<file path="src/design/doaq_pkg.sv">
// Types and constants of the deadline-ordered alarm queue.
package doaq_pkg;

  localparam logic OP_TICK = 1'b0;
  localparam logic OP_ADD  = 1'b1;

  // at most this many expiries are reported per tick
  localparam int RESULT_LIMIT = 16;
  localparam int RES_W        = $clog2(RESULT_LIMIT + 1);

  typedef enum logic [1:0] {
    ST_EXPIRED = 2'd0,
    ST_ACCEPT  = 2'd1,
    ST_REJECT  = 2'd2
  } status_t;

  typedef struct packed {
    logic [31:0] deadline;
    logic [15:0] tag;
  } entry_t;

  typedef struct packed {
    status_t     status;
    logic [15:0] tag;
    logic [31:0] deadline;
    logic        last;
  } result_t;

endpackage

</file>
<file path="src/design/deadline_ordered_alarm_queue.sv">
// Top level of the deadline-ordered alarm queue.
//
//   channel | dir | beat contents
//   --------+-----+-------------------------------------------------------------
//   in_     | in  | tuser[0] op; tdata delay_seconds, alarm_tag
//   out_    | out | tuser[1:0] status; tdata result_tag, result_deadline; tlast
//
// Add: the insert walk moves each queued entry with a later deadline up one
//   slot, reading one entry a cycle from the single read port of the store.
//   A rejected add goes straight to delivery.
// Tick: pops the expired alarms (16 at most), one store read each; a tick on
//   an empty queue leaves the input open at once.
// Reset clears the time counter and the queue pointers; no clearing pass.
// A full output register stalls the sequencer, never the store contents.
module deadline_ordered_alarm_queue import doaq_pkg::*; #(
  parameter int QUEUE_DEPTH = 16
) (
  input  logic        clk,
  input  logic        rst_n,
  input  logic        in_tvalid,
  output logic        in_tready,
  input  logic [31:0] in_tdata,   // [15:0] delay_seconds, [31:16] alarm_tag
  input  logic [0:0]  in_tuser,   // [0] op
  output logic        out_tvalid,
  input  logic        out_tready,
  output logic [47:0] out_tdata,  // [15:0] result_tag, [47:16] result_deadline
  output logic [1:0]  out_tuser,  // [1:0] status
  output logic        out_tlast
);

  localparam int IDX_W = $clog2(QUEUE_DEPTH);

  logic             res_valid;
  logic             out_load;
  result_t          res;
  logic             mem_rd_en;
  logic [IDX_W-1:0] mem_rd_addr;
  entry_t           mem_rd_data;
  logic             mem_wr_en;
  logic [IDX_W-1:0] mem_wr_addr;
  entry_t           mem_wr_data;

  logic             out_valid_r;
  result_t          out_res_r;

  doaq_ctrl #(.QUEUE_DEPTH(QUEUE_DEPTH)) u_ctrl (
    .clk         (clk),
    .rst_n       (rst_n),
    .in_valid    (in_tvalid),
    .in_ready    (in_tready),
    .in_op       (in_tuser[0]),
    .in_delay    (in_tdata[15:0]),
    .in_tag      (in_tdata[31:16]),
    .res_valid   (res_valid),
    .res_ready   (out_load),
    .res         (res),
    .mem_rd_en   (mem_rd_en),
    .mem_rd_addr (mem_rd_addr),
    .mem_rd_data (mem_rd_data),
    .mem_wr_en   (mem_wr_en),
    .mem_wr_addr (mem_wr_addr),
    .mem_wr_data (mem_wr_data)
  );

  // the walk never reads the slot it writes in the same cycle
  doaq_mem #(.QUEUE_DEPTH(QUEUE_DEPTH)) u_mem (
    .clk     (clk),
    .rd_en   (mem_rd_en),
    .rd_addr (mem_rd_addr),
    .rd_data (mem_rd_data),
    .wr_en   (mem_wr_en),
    .wr_addr (mem_wr_addr),
    .wr_data (mem_wr_data)
  );

  // output register: takes a new beat when empty or being emptied
  assign out_load = !out_valid_r || out_tready;

  always_ff @(posedge clk) begin
    if (!rst_n) begin
      out_valid_r <= 1'b0;
    end else if (res_valid && out_load) begin
      out_valid_r <= 1'b1;
    end else if (out_tready) begin
      out_valid_r <= 1'b0;
    end
  end

  always_ff @(posedge clk) begin
    if (res_valid && out_load) begin
      out_res_r <= res;
    end
  end

  assign out_tvalid = out_valid_r;
  assign out_tdata  = {out_res_r.deadline, out_res_r.tag};
  assign out_tuser  = out_res_r.status;
  assign out_tlast  = out_res_r.last;

endmodule

</file>
<file path="src/design/doaq_mem.sv">
// Entry store: one write port, one registered read port.
module doaq_mem import doaq_pkg::*; #(
  parameter int QUEUE_DEPTH = 16
) (
  input  logic                           clk,
  input  logic                           rd_en,
  input  logic [$clog2(QUEUE_DEPTH)-1:0] rd_addr,
  output entry_t                         rd_data,
  input  logic                           wr_en,
  input  logic [$clog2(QUEUE_DEPTH)-1:0] wr_addr,
  input  entry_t                         wr_data
);

  entry_t entry_mem_r [QUEUE_DEPTH];
  entry_t rd_data_r;

  always_ff @(posedge clk) begin
    if (wr_en) begin
      entry_mem_r[wr_addr] <= wr_data;
    end
    // data held until the next read
    if (rd_en) begin
      rd_data_r <= entry_mem_r[rd_addr];
    end
  end

  assign rd_data = rd_data_r;

endmodule

</file>
<file path="src/design/doaq_ctrl.sv">
// Sequencer: sorted insert walk and head pops over a circular entry store.
module doaq_ctrl import doaq_pkg::*; #(
  parameter int QUEUE_DEPTH = 16
) (
  input  logic                           clk,
  input  logic                           rst_n,
  input  logic                           in_valid,
  output logic                           in_ready,
  input  logic                           in_op,
  input  logic [15:0]                    in_delay,
  input  logic [15:0]                    in_tag,
  output logic                           res_valid,
  input  logic                           res_ready,
  output result_t                        res,
  output logic                           mem_rd_en,
  output logic [$clog2(QUEUE_DEPTH)-1:0] mem_rd_addr,
  input  entry_t                         mem_rd_data,
  output logic                           mem_wr_en,
  output logic [$clog2(QUEUE_DEPTH)-1:0] mem_wr_addr,
  output entry_t                         mem_wr_data
);

  localparam int IDX_W = $clog2(QUEUE_DEPTH);
  localparam int CNT_W = $clog2(QUEUE_DEPTH + 1);
  localparam logic [IDX_W-1:0] LAST_IDX = IDX_W'(QUEUE_DEPTH - 1);

  typedef enum logic [5:0] {
    S_IDLE    = 6'b000001,
    S_INS_CMP = 6'b000010,
    S_INS_WR  = 6'b000100,
    S_ADD_OUT = 6'b001000,
    S_POP_CMP = 6'b010000,
    S_POP_END = 6'b100000
  } state_t;

  function automatic logic [IDX_W-1:0] idx_next(input logic [IDX_W-1:0] p);
    return (p == LAST_IDX) ? '0 : p + 1'b1;
  endfunction

  function automatic logic [IDX_W-1:0] idx_prev(input logic [IDX_W-1:0] p);
    return (p == '0) ? LAST_IDX : p - 1'b1;
  endfunction

  state_t           state_r,  state_nxt;
  logic [31:0]      now_r,    now_nxt;
  logic [IDX_W-1:0] head_r,   head_nxt;
  logic [IDX_W-1:0] tail_r,   tail_nxt;
  logic [CNT_W-1:0] count_r,  count_nxt;
  logic [IDX_W-1:0] pos_r,    pos_nxt;
  logic [CNT_W-1:0] rem_r,    rem_nxt;
  logic [RES_W-1:0] n_r,      n_nxt;
  logic             pend_v_r, pend_v_nxt;
  entry_t           pend_r,   pend_nxt;
  entry_t           new_r,    new_nxt;
  status_t          add_st_r, add_st_nxt;
  logic             go;

  assign in_ready = (state_r == S_IDLE);

  always_comb begin
    state_nxt   = state_r;
    now_nxt     = now_r;
    head_nxt    = head_r;
    tail_nxt    = tail_r;
    count_nxt   = count_r;
    pos_nxt     = pos_r;
    rem_nxt     = rem_r;
    n_nxt       = n_r;
    pend_v_nxt  = pend_v_r;
    pend_nxt    = pend_r;
    new_nxt     = new_r;
    add_st_nxt  = add_st_r;
    go          = 1'b0;
    mem_rd_en   = 1'b0;
    mem_rd_addr = head_r;
    mem_wr_en   = 1'b0;
    mem_wr_addr = pos_r;
    mem_wr_data = new_r;
    res_valid   = 1'b0;
    res         = '{status: ST_EXPIRED, tag: pend_r.tag, deadline: pend_r.deadline,
                    last: 1'b0};

    case (state_r)
      S_IDLE: begin
        if (in_valid) begin
          if (in_op == OP_ADD) begin
            new_nxt = '{deadline: now_r + 32'(in_delay), tag: in_tag};
            if (count_r == CNT_W'(QUEUE_DEPTH)) begin
              add_st_nxt = ST_REJECT;
              state_nxt  = S_ADD_OUT;
            end else begin
              add_st_nxt = ST_ACCEPT;
              pos_nxt    = tail_r;
              rem_nxt    = count_r;
              if (count_r == '0) begin
                state_nxt = S_INS_WR;
              end else begin
                mem_rd_en   = 1'b1;
                mem_rd_addr = idx_prev(tail_r);
                state_nxt   = S_INS_CMP;
              end
            end
          end else begin
            now_nxt = now_r + 32'd1;
            n_nxt   = '0;
            if (count_r != '0) begin
              mem_rd_en   = 1'b1;
              mem_rd_addr = head_r;
              state_nxt   = S_POP_CMP;
            end
          end
        end
      end

      S_INS_CMP: begin
        // later deadline moves up one slot; equal stays ahead of the new one
        if (mem_rd_data.deadline > new_r.deadline) begin
          mem_wr_en   = 1'b1;
          mem_wr_addr = pos_r;
          mem_wr_data = mem_rd_data;
          pos_nxt     = idx_prev(pos_r);
          rem_nxt     = rem_r - 1'b1;
          if (rem_r == CNT_W'(1)) begin
            state_nxt = S_INS_WR;
          end else begin
            mem_rd_en   = 1'b1;
            mem_rd_addr = idx_prev(idx_prev(pos_r));
          end
        end else begin
          mem_wr_en = 1'b1;
          count_nxt = count_r + 1'b1;
          tail_nxt  = idx_next(tail_r);
          state_nxt = S_ADD_OUT;
        end
      end

      S_INS_WR: begin
        mem_wr_en = 1'b1;
        count_nxt = count_r + 1'b1;
        tail_nxt  = idx_next(tail_r);
        state_nxt = S_ADD_OUT;
      end

      S_ADD_OUT: begin
        res_valid = 1'b1;
        res       = '{status: add_st_r, tag: new_r.tag, deadline: new_r.deadline,
                      last: 1'b1};
        if (res_ready) begin
          state_nxt = S_IDLE;
        end
      end

      S_POP_CMP: begin
        if (mem_rd_data.deadline <= now_r) begin
          // previous pop goes out as not last; the read data holds on a stall
          res_valid = pend_v_r;
          go        = !pend_v_r || res_ready;
          if (go) begin
            pend_nxt   = mem_rd_data;
            pend_v_nxt = 1'b1;
            head_nxt   = idx_next(head_r);
            count_nxt  = count_r - 1'b1;
            n_nxt      = n_r + 1'b1;
            if (count_r > CNT_W'(1) && n_r < RES_W'(RESULT_LIMIT - 1)) begin
              mem_rd_en   = 1'b1;
              mem_rd_addr = idx_next(head_r);
            end else begin
              state_nxt = S_POP_END;
            end
          end
        end else begin
          state_nxt = S_POP_END;
        end
      end

      S_POP_END: begin
        if (pend_v_r) begin
          res_valid = 1'b1;
          res.last  = 1'b1;
          if (res_ready) begin
            pend_v_nxt = 1'b0;
            state_nxt  = S_IDLE;
          end
        end else begin
          state_nxt = S_IDLE;
        end
      end

      default: begin
        state_nxt = S_IDLE;
      end
    endcase
  end

  always_ff @(posedge clk) begin
    if (!rst_n) begin
      state_r  <= S_IDLE;
      now_r    <= '0;
      head_r   <= '0;
      tail_r   <= '0;
      count_r  <= '0;
      pend_v_r <= 1'b0;
    end else begin
      state_r  <= state_nxt;
      now_r    <= now_nxt;
      head_r   <= head_nxt;
      tail_r   <= tail_nxt;
      count_r  <= count_nxt;
      pend_v_r <= pend_v_nxt;
    end
  end

  always_ff @(posedge clk) begin
    pos_r    <= pos_nxt;
    rem_r    <= rem_nxt;
    n_r      <= n_nxt;
    pend_r   <= pend_nxt;
    new_r    <= new_nxt;
    add_st_r <= add_st_nxt;
  end

endmodule

</file>
<file path="config.mk">
export PLATFORM = sky130hd
export DESIGN_NAME = deadline_ordered_alarm_queue
export DESIGN_NICKNAME = d
export VERILOG_FILES = /design/src/design/doaq_pkg.sv /design/src/design/deadline_ordered_alarm_queue.sv /design/src/design/doaq_mem.sv /design/src/design/doaq_ctrl.sv
export SDC_FILE = /design/constraint.sdc
export NUM_CORES = 1
export LEC_CHECK = 0
export BUFFER_PORTS_ARGS = -buffer_cell sky130_fd_sc_hd__clkbuf_2
export CAP_MARGIN = 20
export CORE_MARGIN = 5
export CORE_UTILIZATION = 62
export CTS_CLUSTER_DIAMETER = 100
export CTS_CLUSTER_SIZE = 40
export DETAILED_ROUTE_END_ITERATION = 8
export PLACE_DENSITY = 0.8
export SLEW_MARGIN = 20
export SYNTH_ARGS = -nofsm -noshare
export SYNTH_HDL_FRONTEND = slang
export SYNTH_HIERARCHICAL = 1
export SYNTH_SLANG_ARGS = --single-unit
</file>
<file path="constraint.sdc">
create_clock -name clk -period 7.13 [get_ports clk]
set_input_delay 0.713 -clock clk [delete_from_list [all_inputs] [get_ports clk]]
set_output_delay 0.713 -clock clk [all_outputs]
set_load 0.1 [all_outputs]
</file>
== Yosys cells after proc, flatten, opt, wreduce, memory -nomap -nowiden ==
Memory sizes are Yosys's and may differ from the RTL's. A register that Yosys moved wholly into a read port is not among the register bits.
Cells that the tools add are included.

* Output and inout bits: 53
* Logic and storage cells: 163
* Register bits after elaboration: 216
* Memories: 1
* RAM bits: 768

* Magnitude comparators: 4
* Add/sub/neg operators: 11
* Bitwise operators: 1
* Mux-type cells: 78
* Reduce and logical (&&, ||, !) cells: 27
* Equality and inequality tests: 22

{| class="wikitable"
|+ Memory list
! memory !! depth !! bits a word !! rd ports !! clocked after Yosys merged registers in !! write ports !! RTL line !! source
|-
| u_mem.entry_mem_r || 16 || 48 || 1 || 1 || 1 || doaq_mem.sv:14 || <nowiki>entry_t entry_mem_r [QUEUE_DEPTH];</nowiki>
|}

{| class="wikitable"
|+ Operators by type and width
! kind !! count
|-
| 48-bit 2-to-1 mux || 3
|-
| 4-bit 2-to-1 mux || 19
|-
| 6-bit 2-to-1 mux || 11
|-
| 5-bit 2-to-1 mux || 11
|-
| 6-bit one-hot mux with 6 select lines || 1
|-
| 32-bit by 1-bit adder with 32-bit output, second input constant || 1
|-
| 32-bit by 16-bit adder with 32-bit output || 1
|-
| 32-bit greater-than comparator || 1
|-
| 32-bit <= comparator || 1
|-
| 1-bit 2-to-1 mux || 21
|-
| 5-bit one-hot mux with 2 select lines || 2
|-
| 4-bit one-hot mux with 2 select lines || 2
|-
| 5-bit one-hot mux with 3 select lines || 1
|-
| 5-bit AND reduction || 3
|-
| 4-bit logical NOT || 3
|-
| 4-bit one-hot mux with 3 select lines || 1
|-
| 3-bit AND reduction || 4
|-
| 4-bit by 1-bit subtractor with 4-bit output, second input constant || 3
|-
| 5-bit by 1-bit adder with 5-bit output, second input constant || 2
|-
| 2-bit nonzero test || 5
|-
| 5-bit by 1-bit subtractor with 5-bit output, second input constant || 2
|-
| 3-bit inequality test, second input constant || 3
|-
| 4-bit by 1-bit adder with 4-bit output, second input constant || 2
|-
| 4-bit equality test, second input constant || 2
|-
| 27 further kinds || 38
|}

== Logic depth before layout (Yosys ltp) ==
Gate-level depths: netlist (run 1).

* Depth in word-level cells: 7
* Mapped depth: 16
* Gate-level depth less buffers: 13

== By module ==
The synthesis (run 1) kept the hierarchy.

{| class="wikitable"
|+ By module, submodules not included
! module !! area an instance (sq um) !! sequential area each (sq um) !! cells an instance !! instances
|-
| doaq_mem || 30171.4 || 24503.5 || 1242 || 1
|-
| doaq_ctrl || 10247.3 || 4404.2 || 1111 || 1
|-
| deadline_ordered_alarm_queue || 1589.0 || 1551.5 || 56 || 1
|}

== Worst setup path before layout (run 1) ==
No wires, ideal clock.

* Path type: reg-to-reg
* From: register u_ctrl.state_r[2]
* To: memory u_mem/entry_mem_r[0][0] in the netlist's numbering, enable pin
* Path slack: 1731 ps
* Cell stages (with the launch flop): 6
* Path buffers: 1
* Period minus slack after synthesis: 5399 ps
* Data arrival time: 4886 ps
* Cells stage by stage: dfxtp_1 buf_2 xnor2_1 nor4b_2 or3b_2 nor3_1

* Word-level cells in the longest chain between the ends: 5

{| class="wikitable"
|+ Ends and longest elaborated chain
! item !! RTL line !! source
|-
| start: declaration || doaq_ctrl.sv:44 || <nowiki>state_t state_r, state_nxt;</nowiki>
|-
| start signal: assignment || doaq_ctrl.sv:204 || <nowiki>state_r <= state_nxt;</nowiki>
|-
| 6-bit by 3-bit equality test with 1-bit output or 6-bit by 2-bit equality test with 1-bit output (tied branches) || doaq_ctrl.sv:83 || <nowiki>case (state_r)</nowiki>
|-
| 2-bit OR reduction (no line) * || -- ||
|-
| 1-bit 2-to-1 mux * || -- ||
|-
| via mem_wr_en || deadline_ordered_alarm_queue.sv:39 || <nowiki>logic mem_wr_en;</nowiki>
|-
| 1-bit 2-to-1 mux * || doaq_mem.sv:18 || <nowiki>if (wr_en) begin</nowiki>
|-
| 1-bit 2-to-1 mux (not written as such) * || doaq_mem.sv:19 || <nowiki>entry_mem_r[wr_addr] <= wr_data;</nowiki>
|-
| end: declaration || doaq_mem.sv:14 ||
|}

Mark *: on every way through the listed nets, which the timed path passes. The rest lies on a longest branch.

== Final worst setup path (run 1) ==
* From: register u_mem/rd_data[31] (netlist name)
* To: register u_mem/rd_data[12] (netlist name)

* Word-level cells in the longest chain between the ends: 3

{| class="wikitable"
|+ Ends and longest elaborated chain
! item !! RTL line !! source
|-
| 32-bit <= comparator or 32-bit greater-than comparator (tied branches) || doaq_ctrl.sv:154, doaq_ctrl.sv:117 ||
|-
| 4-bit 2-to-1 mux, on equally long branches || doaq_ctrl.sv:154, doaq_ctrl.sv:117 ||
|-
| 4-bit one-hot mux with 3 select lines * || doaq_ctrl.sv:83 ||
|-
| via mem_rd_addr[0] || deadline_ordered_alarm_queue.sv:37 || <nowiki>logic [IDX_W-1:0] mem_rd_addr;</nowiki>
|}

Marked as above.
A chain may end at the register's enable or synchronous reset.

==> flow_summary_export.csv, run 1 <==
group,metric,value,unit
sta,fmax,183,MHz
sta,slew_viol_final,0,
worst_setup_path,endpoint_kind,"flip-flop",
worst_setup_path,path_class,"reg2reg",
logic_synthesis,synth_ff_type,"edfxtp_1",
cells_and_area,post-route-util,0.668,
cts,post_cts_resized,0,
logic_synthesis,syn_area_per_cell,17.4,um^2
logic_synthesis,post-synth-top-count-cell,"edfxtp_1",
detailed_routing,drt_iter0_markers,2772,
power_and_ir_drop,swShare,0.216,
logic_synthesis,yosysWarnings,6,
cts,clkTransAtPathRegs,0.13,ns
logic_synthesis,synthTopCellsByArea,"edfxtp_1 (70%), mux4_2 (10%), ha_1 (2.7%), dfxtp_1 (2.5%), nand2_1 (2.0%)",
sta,max_slew.worst_pin.slew,1.12,ns
worst_setup_path,required,7.56,ns
cts,post-cts-setup-buffers,0,
sta,fin_crit,5.46,ns
worst_setup_path,startpoint,"u_mem/rd_data[31]",
place,port_buffers,89,
cells_and_area,fillers,4217,
worst_setup_path,cp-start-kind,"flip-flop",
cts,clockBufferDepth,3,
sta,setup-tns-final,0,ns
power_and_ir_drop,switching_power,2140,uW
min_path,worstHoldEndpoint,"u_ctrl/new_r[1]",
cells_and_area,finalNetCount,2632,
floorplan,dieArea,73100,um^2
floorplan,coreArea,67200,um^2
floorplan,die_x,270,um
logic_synthesis,yosys.area.top_type,"edfxtp_1",
worst_setup_path,rrSetupSlack,1.67,ns
worst_setup_path,critPathMaxFanout,79,
cts,cts-hold-fix-buffers,0,
cts,clock_latency,0.69,ns
cts,clock_sinks,1032,
cts,cts_buffers,31,
cells_and_area,syn_to_final_growth,6.72,%
floorplan,dieHeight,270,um
floorplan,rows,95,
logic_synthesis,synth_edf_count,979,
power_and_ir_drop,p_leak,0.0143,uW
sta,finalCritPeriodShare,0.765,
cts,root_buffer,"clkbuf_16",
floorplan,initial_core_util,0.626,
logic_synthesis,mappedNetlistArea,42000,um^2
power_and_ir_drop,seqPwrFrac,0.683,
min_path,hold_class,"in2reg",
global_routing,grt_max_degree,81,
run,drv_cap,0,
worst_setup_path,rr_endpoint,"u_mem/rd_data[12]",
run_status,outcome,"complete, no violations",
detailed_routing,num_vias,22800,
sta,hold_viol,0,
worst_setup_path,r2r-start,"u_mem/rd_data[31]",
detailed_routing,dr.pass1.iters,8,
power_and_ir_drop,ir_worst_vdd,0.194,mV
cts,htreeDepth,1,
logic_synthesis,synth.yosys.seq_area_share,0.725,
logic_synthesis,synth_seq_cells,1032,
floorplan,num_io_pins,90,
min_path,min_from,"in_tdata[17]",
place,dp_hpwl,53900,um
global_routing,grt_use_total,0.262,
detailed_routing,totalWireLength,96700,um
sta,max-slew-margin-rel,0.247,
global_routing,grt_pass1_vias,22900,
logic_synthesis,synth.top_cell.area_share,0.700,
place,pre_cts_slack,1.74,ns
detailed_routing,detail_route.wl_per_cell,28.4,um
sta,setup_ws,1.67,ns
worst_setup_path,ff2ff_path_depth,13,
sta,rsz0062_at_grt,"no",
cts,cts_tree,"built",
detailed_routing,drcViolationCount,0,
place,place.gp.congestion,0.901,
detailed_routing,drtAntennaViolNets,0,
logic_synthesis,synth_nets,2539,
global_routing,antenna_found_initial,4,
detailed_routing,via_per_inst,6.70,
power_and_ir_drop,p_per_area,221,nW/um^2
power_and_ir_drop,clkPwrFrac,0.259,
min_path,hold_depth,1,
power_and_ir_drop,p_comb_frac,0.058,
sta,report.final.setup_viol,0,
worst_setup_path,crit_arrival,5.89,ns
sta,fin_skew,0.0466,ns
global_routing,grt-ovfl-total,0,
logic_synthesis,synth_common_cells,"edfxtp_1 (979), nand2_1 (221), mux4_2 (192)",
cells_and_area,drive_above_1_share,0.180,
logic_synthesis,netlist_instances,2409,
power_and_ir_drop,intPower,7770,uW
logic_synthesis,async_flop_share,0,
global_routing,grt_pass1_wl,145000,um
logic_synthesis,synth_cell_types,73,
## registers in the layout, indices dropped and copies added, names as in the netlist
register	flops
u_ctrl/head_r	4
u_ctrl/pend_v_r	1
u_ctrl/count_r	5
u_mem/rd_data	48
u_ctrl/pend_r	48
out_tuser	2
out_tlast	1
u_ctrl/add_st_r	2
u_ctrl/new_r	48
u_ctrl/now_r	32
u_mem/entry_mem_r	768
u_ctrl/n_r	5
u_ctrl/tail_r	4
out_tdata	48
out_tvalid	1
u_ctrl/state_r	6
u_ctrl/pos_r	4
u_ctrl/rem_r	5
## layout by cell type (no fill, tap or decap), drive strengths merged, types with 4 or more instances in the layout
cell type	synthesis	final
clkbuf	51	139
nor4	7	7
a21oi	68	68
nand2b	10	10
xnor2	61	61
a22oi	96	96
or3	12	12
o21a	8	8
o211ai	6	6
nand4	22	22
and2	6	6
a211oi	5	5
and3	15	15
nor2b	7	7
a21o	13	13
o21ai	105	105
mux2	19	19
edfxtp	979	979
inv	93	98
nand2	223	223
dfxtp	53	53
mux2i	15	15
a31oi	8	8
buf	48	70
o21bai	4	4
ha	92	92
nor2	87	87
mux4	192	192
nand3	31	31
and4	4	4
nor3	23	23
## critical path: stages (launching register included)
cell,delay (ns)
edfxtp_1,0.52
ha_1,0.36
nand4_1,0.24
nor4_1,0.53
nand2_2,0.21
o31a_1,0.23
a311oi_4,0.56
nand3_1,0.35
mux2i_1,0.21
o211ai_1,0.39
buf_12,0.57
mux4_2,0.59
a22oi_1,0.24
nand2_1,0.11
## worst max-delay path by stage
stage | end | slack (ns) | cells after the start
floorplan | u_mem/entry_mem_r[0][0] | 1.73 | 5
global placement | u_mem/rd_data[45] | 1.83 | 13
detailed placement | u_mem/rd_data[27] | 1.74 | 13
CTS | u_mem/rd_data[27] | 1.65 | 13
global route | u_mem/rd_data[45] | 1.37 | 13
finish | u_mem/rd_data[12] | 1.67 | 13
## per-layer routing
| metal | track usage | share of wire |
|---|---|---|
| met4 | 0.0674 | 0.028 |
| met2 | 0.439 | 0.50 |
| met3 | 0.0410 | 0.11 |
| met1 | 0.369 | 0.37 |
| met5 | 0 | 0 |
## kinds of logic after synthesis
logic type / synth area share
XOR/XNOR: 0.0133
multiplexers: 0.112
buffers and inverters: 0.0191
AO/OA/AOI/OAI: 0.0516
flip-flops: 0.725
adder cells (fa/ha/maj): 0.0279
AND/OR/NAND/NOR: 0.0513
## power by group through the flow
stage          clock, uW  sequential [uW]  combinational (uW)
2_1_floorplan          0             6900                 360
3_3_place_gp           0             6900                 531
6_report            2570             6770                 574
5_1_grt             2840             6770                 619
3_5_place_dp           0             6900                 558
4_1_cts             2610             6770                 563
## cell type report
class / instances / area, um^2 / area share
timing repair buffer: 159 / 1030 / 0.0231
antenna: 2 / 5.00 / 0.000112
sequential: 1032 / 30500 / 0.679
tap: 873 / 1090 / 0.0244
multi-input combinational: 1185 / 10900 / 0.244
clock buffer: 50 / 847 / 0.0189
clock inverter: 8 / 111 / 0.00248
inverter: 93 / 350 / 0.00781
## metrics by stage
step | area, um^2 | hold slack, ns | cells | power, uW
after floorplan | 42000 | 0.420 | 2409 | 7260
after global placement | 43800 | 0.430 | 3341 | 7430
after global routing | 44800 | 0.172 | 3400 | 10200
final | 44800 | 0.195 | 3402 | 9910
after detailed placement | 43800 | 0.434 | 3341 | 7460
after CTS | 44800 | 0.163 | 3399 | 9940
No activity file was read; power rests on OpenSTA's default activity.
==> run 2, diff against run 1 <==
Settings changed: CORE_UTILIZATION 62 to 56, PLACE_DENSITY 0.8 to 0.76.
Clock period 7.13 ns to 5 ns, I/O delays scaled along.
==> run 2 against run 1 <==
Against the previous run:
- clock power rose by 51%
- largest power group unchanged
- critical path type unchanged
- core utilization fell by 5.6 points
- via count fell by 0.62%
- highest routed layer unchanged
- critical endpoint is now u_mem/rd_data[39]
==> flow_summary_export.csv, run 2 (synthesized netlist as in run 1, its figures left out) <==
group,metric,value,unit
cells_and_area,multiInputGateArea,11000,um^2
place,pre_cts_slack,-0.373,ns
sta,report.final.setup_viol,0,
cts,clockBufferDepth,3,
run_status,outcome,"complete, no violations",
global_routing,grt_pass1_wl,144000,um
worst_setup_path,path_class,"reg2reg",
worst_setup_path,path_cells,"ha_1 -> nand4_1 -> a2111oi_0 -> or4b_1 -> a311oi_4 -> buf_4 -> nand4_1 -> mux2_1 -> o211ai_1 -> and2_4 -> buf_4 -> a22oi_1 -> nand2_1",
sta,hold_viol,0,
floorplan,dieHeight,284,um
cells_and_area,largest_register_ffs,768,
cells_and_area,syn_to_final_growth,8.29,%
detailed_routing,totalWireLength,96900,um
global_routing,grt-ovfl-total,0,
worst_setup_path,endpoint_kind,"flip-flop",
sta,fin_skew,0.0377,ns
power_and_ir_drop,ir_worst_vdd,0.206,mV
place,port_buffers,89,
cts,cts_buffers,34,
detailed_routing,drcViolationCount,0,
sta,setup_ws,0.127,ns
cts,htreeDepth,2,
cts,root_buffer,"clkbuf_16",
global_routing,grt_pass1_vias,22600,
detailed_routing,detail_route.wl_per_cell,27.6,um
worst_setup_path,crit_arrival,5.34,ns
sta,finalCritPeriodShare,0.975,
cells_and_area,largest_register,"u_mem/entry_mem_r",
place,place_area,44400,um^2
worst_setup_path,path_delay_family,"simple AND/OR/NAND/NOR gates",
detailed_routing,drtAntennaViolNets,0,
cts,cts_tree,"built",
min_path,hold_class,"in2reg",
cells_and_area,finalNetCount,2662,
run,drv_cap,0,
floorplan,num_io_pins,90,
cells_and_area,mostFrequentLayoutCell,"edfxtp_1",
power_and_ir_drop,p_total,14400,uW
detailed_routing,drt_iter0_markers,2756,
global_routing,antenna_found_initial,0,
worst_setup_path,critical-path-max-stage-delay,0.71,ns
cts,clock_latency,0.63,ns
detailed_routing,via_per_inst,6.44,
floorplan,initial_core_util,0.564,
worst_setup_path,required,5.47,ns
place,dp_hpwl,56500,um
place,place.gp.congestion,0.950,
sta,max_slew.worst_pin.slew,1.06,ns
floorplan,coreArea,74400,um^2
floorplan,rows,100,
floorplan,die_x,284,um
floorplan,dieArea,80600,um^2
detailed_routing,num_vias,22600,
power_and_ir_drop,p_leak,0.0146,uW
cts,clkTransAtPathRegs,0.14,ns
sta,fmax,205,MHz
cells_and_area,post-route-util,0.611,
worst_setup_path,cp-start-kind,"flip-flop",
sta,fin_crit,4.87,ns
worst_setup_path,critPathMaxFanout,18,
global_routing,grt_max_degree,80,
cells_and_area,final_cell_mix,"edfxtp_1 (979), nand2_1 (221), mux4_2 (192), o21ai_0 (99), a22oi_1 (94)",
cells_and_area,fillers,5117,
worst_setup_path,rrSetupSlack,0.13,ns
worst_setup_path,worst_path_max_delay_cell,"a2111oi_0",
cells_and_area,antenna_cells,0,
global_routing,grt_use_total,0.237,
cts,clock_sinks,1032,
cells_and_area,drive_above_1_share,0.195,
sta,slew_viol_final,0,
detailed_routing,dr.pass1.iters,5,
worst_setup_path,path_buf_inv,2,
cells_and_area,design_area,45500,um^2
cells_and_area,seq_area,30500,um^2
sta,max-slew-margin-rel,0.293,
power_and_ir_drop,p_per_area,316,nW/um^2
-- run 2: cell types whose count changed in the layout (fill, tap and decap cells not counted), moves of 3 or more --
cell,previous run,this run
buf_12,5,19
buf_4,65,76
clkbuf_1,19,1
clkbuf_16,31,34
nor3_2,6,2
nor3_4,0,4
o21ai_0,96,99
o21ai_1,9,6
-- run 2: power breakdown --
group          total [uW]  switching (uW)  leakage [uW]  internal, uW
Sequential           9650            60.3       0.00925          9590
Clock                3890            2510      0.000514          1390
Combinational         838             560       0.00480           278
Total               14400            3130        0.0146         11300
-- run 2: area by class of cell --
| type | count | share of cell area |
|---|---|---|
| Clock inverter | 13 | 0.00462 |
| Sequential cell | 1032 | 0.670 |
| Inverter | 93 | 0.00767 |
| Multi-Input combinational cell | 1186 | 0.242 |
| Tap cell | 969 | 0.0267 |
| Clock buffer | 35 | 0.0188 |
| Timing Repair Buffer | 185 | 0.0309 |
-- run 2: metal layers --
metal / part of all wire / track usage
met2: 0.49 / 0.387
met4: 0.025 / 0.0553
met1: 0.39 / 0.345
met5: 0 / 0
met3: 0.098 / 0.0365
-- run 2: path summary, 6_finish.rpt --
check | cells after the start | to | start
max | 13 | u_mem/rd_data[39] | u_mem/rd_data[31]
min | 1 | u_ctrl/new_r[15] | in_tdata[31]
max reg2reg | 13 | u_mem/rd_data[39] | u_mem/rd_data[31]
min reg2reg | 0 | u_ctrl/pend_r[9] | u_mem/rd_data[9]
-- run 2: per-stage QoR --
stage | cells | hold WS, ns | TNS, ns
after floorplan | 2409 | 0.420 | 0
after global placement | 3463 | 0.428 | -6.97
after detailed placement | 3464 | 0.433 | -12.47
after CTS | 3513 | 0.00515 | 0
after global routing | 3513 | 0.0105 | -0.0290
final | 3513 | 0.0413 | 0
-- run 2: repair_timing --
item	4_1_cts	5_1_grt
pin swaps	1	1
gates resized for setup	3	4
buffers inserted	0	0
gates cloned	1	0
endpoints found under the setup margin	48	11
hold buffers	0	0
==> run 3, diff against run 2 <==
Settings changed: ABC_CLOCK_PERIOD_IN_PS set to 5000, BUFFER_PORTS_ARGS -buffer_cell sky130_fd_sc_hd__clkbuf_2 to -buffer_cell sky130_fd_sc_hd__buf_4, CORE_UTILIZATION 56 to 30, PLACE_DENSITY 0.76 to 0.47.
==> run 3 against run 2 <==
Against the previous run:
- sequential share of layout area shrank 3.7 points
- critical endpoint is now u_mem/rd_data[46]
- setup slack gained 0.069 ns
- critical path depth grew 4
- largest power group unchanged
==> flow_summary_export.csv, run 3 (synthesized netlist as in run 1, its figures left out) <==
group,metric,value,unit
run_status,outcome,"complete, no violations",
global_routing,gr-usage-met3,0.0177,
cts,htreeDepth,2,
sta,slew_viol_final,0,
cells_and_area,stdcell_count,4531,
cts,root_buffer,"clkbuf_16",
cells_and_area,post-route-util,0.345,
place,place.gp.congestion,0.799,
cts,clock_sinks,1032,
worst_setup_path,startpoint,"u_mem/rd_data[31]",
detailed_routing,drcViolationCount,0,
worst_setup_path,required,5.37,ns
worst_setup_path,path_class,"reg2reg",
global_routing,top_usage_layer,"met2",
cells_and_area,fillers,13200,
min_path,min_from,"out_tready",
detailed_routing,drt_iter0_markers,1912,
floorplan,initial_core_util,0.301,
cts,clockBufferDepth,3,
worst_setup_path,critPathMaxFanout,18,
sta,fin_skew,0.0507,ns
min_path,hold_class,"in2reg",
cells_and_area,finalNetCount,2758,
global_routing,antenna_found_initial,3,
worst_setup_path,r2r-start,"u_mem/rd_data[31]",
cells_and_area,largest_register_ffs,768,
power_and_ir_drop,p_per_area,317,nW/um^2
cells_and_area,largest_register,"u_mem/entry_mem_r",
power_and_ir_drop,ir_worst_vdd,0.204,mV
power_and_ir_drop,p_total,15200,uW
detailed_routing,dr.pass1.iters,5,
floorplan,num_io_pins,90,
run,drv_cap,0,
floorplan,coreArea,139000,um^2
worst_setup_path,crit_arrival,5.17,ns
sta,fmax,208,MHz
cells_and_area,final_cell_mix,"edfxtp_1 (979), buf_4 (227), nand2_1 (220), mux4_2 (192), o21ai_0 (100)",
floorplan,dieArea,148000,um^2
sta,max_slew.worst_pin.slew,1.13,ns
detailed_routing,drtAntennaViolNets,0,
global_routing,met1_usage,0.213,
global_routing,grt_max_degree,71,
cells_and_area,drive_above_1_share,0.222,
detailed_routing,detail_route.wl_per_cell,24.8,um
sta,finalCritPeriodShare,0.961,
sta,hold_viol,0,
worst_setup_path,cp-start-kind,"flip-flop",
global_routing,grt_use_total,0.150,
cells_and_area,syn_to_final_growth,14.6,%
place,dp_hpwl,68600,um
worst_setup_path,endpoint_kind,"flip-flop",
global_routing,grt-ovfl-total,0,
cts,clock_latency,0.67,ns
place,place_inst,4442,
global_routing,grt_pass1_vias,23300,
global_routing,grt_pass1_wl,163000,um
sta,fin_hold_ws,0.151,ns
cts,clkTransAtPathRegs,0.14,ns
cts,cts_buffers,41,
detailed_routing,via_per_inst,4.93,
floorplan,rows,137,
floorplan,die_x,384,um
global_routing,met2_usage,0.251,
cts,cts_tree,"built",
detailed_routing,totalWireLength,112000,um
sta,rsz0062_at_grt,"no",
sta,max-slew-margin-rel,0.248,
cells_and_area,mostFrequentLayoutCell,"edfxtp_1",
sta,fin_crit,4.80,ns
power_and_ir_drop,p_leak,0.0153,uW
place,place_area,46400,um^2
place,port_buffers,89,
cells_and_area,design_area,48100,um^2
detailed_routing,num_vias,22300,
sta,report.final.setup_viol,0,
floorplan,dieHeight,384,um
==> run 3: timing repair <==
action | CTS | global route
hold buffers | 16 | 0
hold endpoints to repair | 16 | 0
pin swaps | 1 | 1
buffers inserted | 1 | 2
setup endpoints to repair | 2 | 4
gates cloned | 0 | 0
resized for setup | 2 | 3
==> run 3: routing by layer <==
| metal | vias up | share of wire |
|---|---|---|
| met4 | 0 | 0.017 |
| met2 | 462 | 0.48 |
| met3 | 78 | 0.039 |
| met1 | 11900 | 0.46 |
| li1 | 9897 | - |
| met5 | - | 0 |
==> run 3: path summary, 6_finish.rpt <==
path / slack, ns / to / cells after the start
worst max-delay path: 0.20 / u_mem/rd_data[46] / 17
worst min-delay path: 0.15 / out_tvalid / 3
worst max register to register: 0.20 / u_mem/rd_data[46] / 17
worst min register to register: 0.47 / u_ctrl/pend_r[6] / 0
==> run 3: cell type report <==
| class | count | area, um^2 | share of cell area |
|---|---|---|---|
| Multi-Input combinational cell | 1185 | 11000 | 0.228 |
| Antenna cell | 1 | 2.50 | 0.0000520 |
| Clock inverter | 25 | 419 | 0.00871 |
| Tap cell | 1876 | 2350 | 0.0488 |
| Timing Repair Buffer | 275 | 2510 | 0.0522 |
| Inverter | 93 | 349 | 0.00725 |
| Sequential cell | 1032 | 30500 | 0.633 |
| Clock buffer | 44 | 1060 | 0.0220 |
==> run 3: stage by stage <==
step           setup WS [ns]  TNS [ns]
2_1_floorplan          0.543         0
3_3_place_gp          -0.150    -0.203
3_5_place_dp         -0.0863   -0.0863
4_1_cts               0.0227         0
5_1_grt               0.0265         0
6_report               0.196         0
==> run 3: power by group <==
group | switching [uW] | internal, uW
sequential | 62.4 | 9590
clock | 2870 | 1800
combinational | 589 | 318
total | 3530 | 11700
==> run 3: worst max-delay path, stage by stage (launching register included) <==
cell,delay [ns]
edfxtp_1,0.54
ha_1,0.37
nand4_1,0.26
nor4_2,0.40
buf_4,0.20
nand2_2,0.06
buf_4,0.13
a311oi_4,0.37
nand3_1,0.19
buf_4,0.20
mux2i_1,0.11
o211ai_1,0.09
buf_4,0.18
buf_12,0.21
buf_12,0.22
mux4_2,0.51
a22oi_1,0.24
nand2_2,0.16
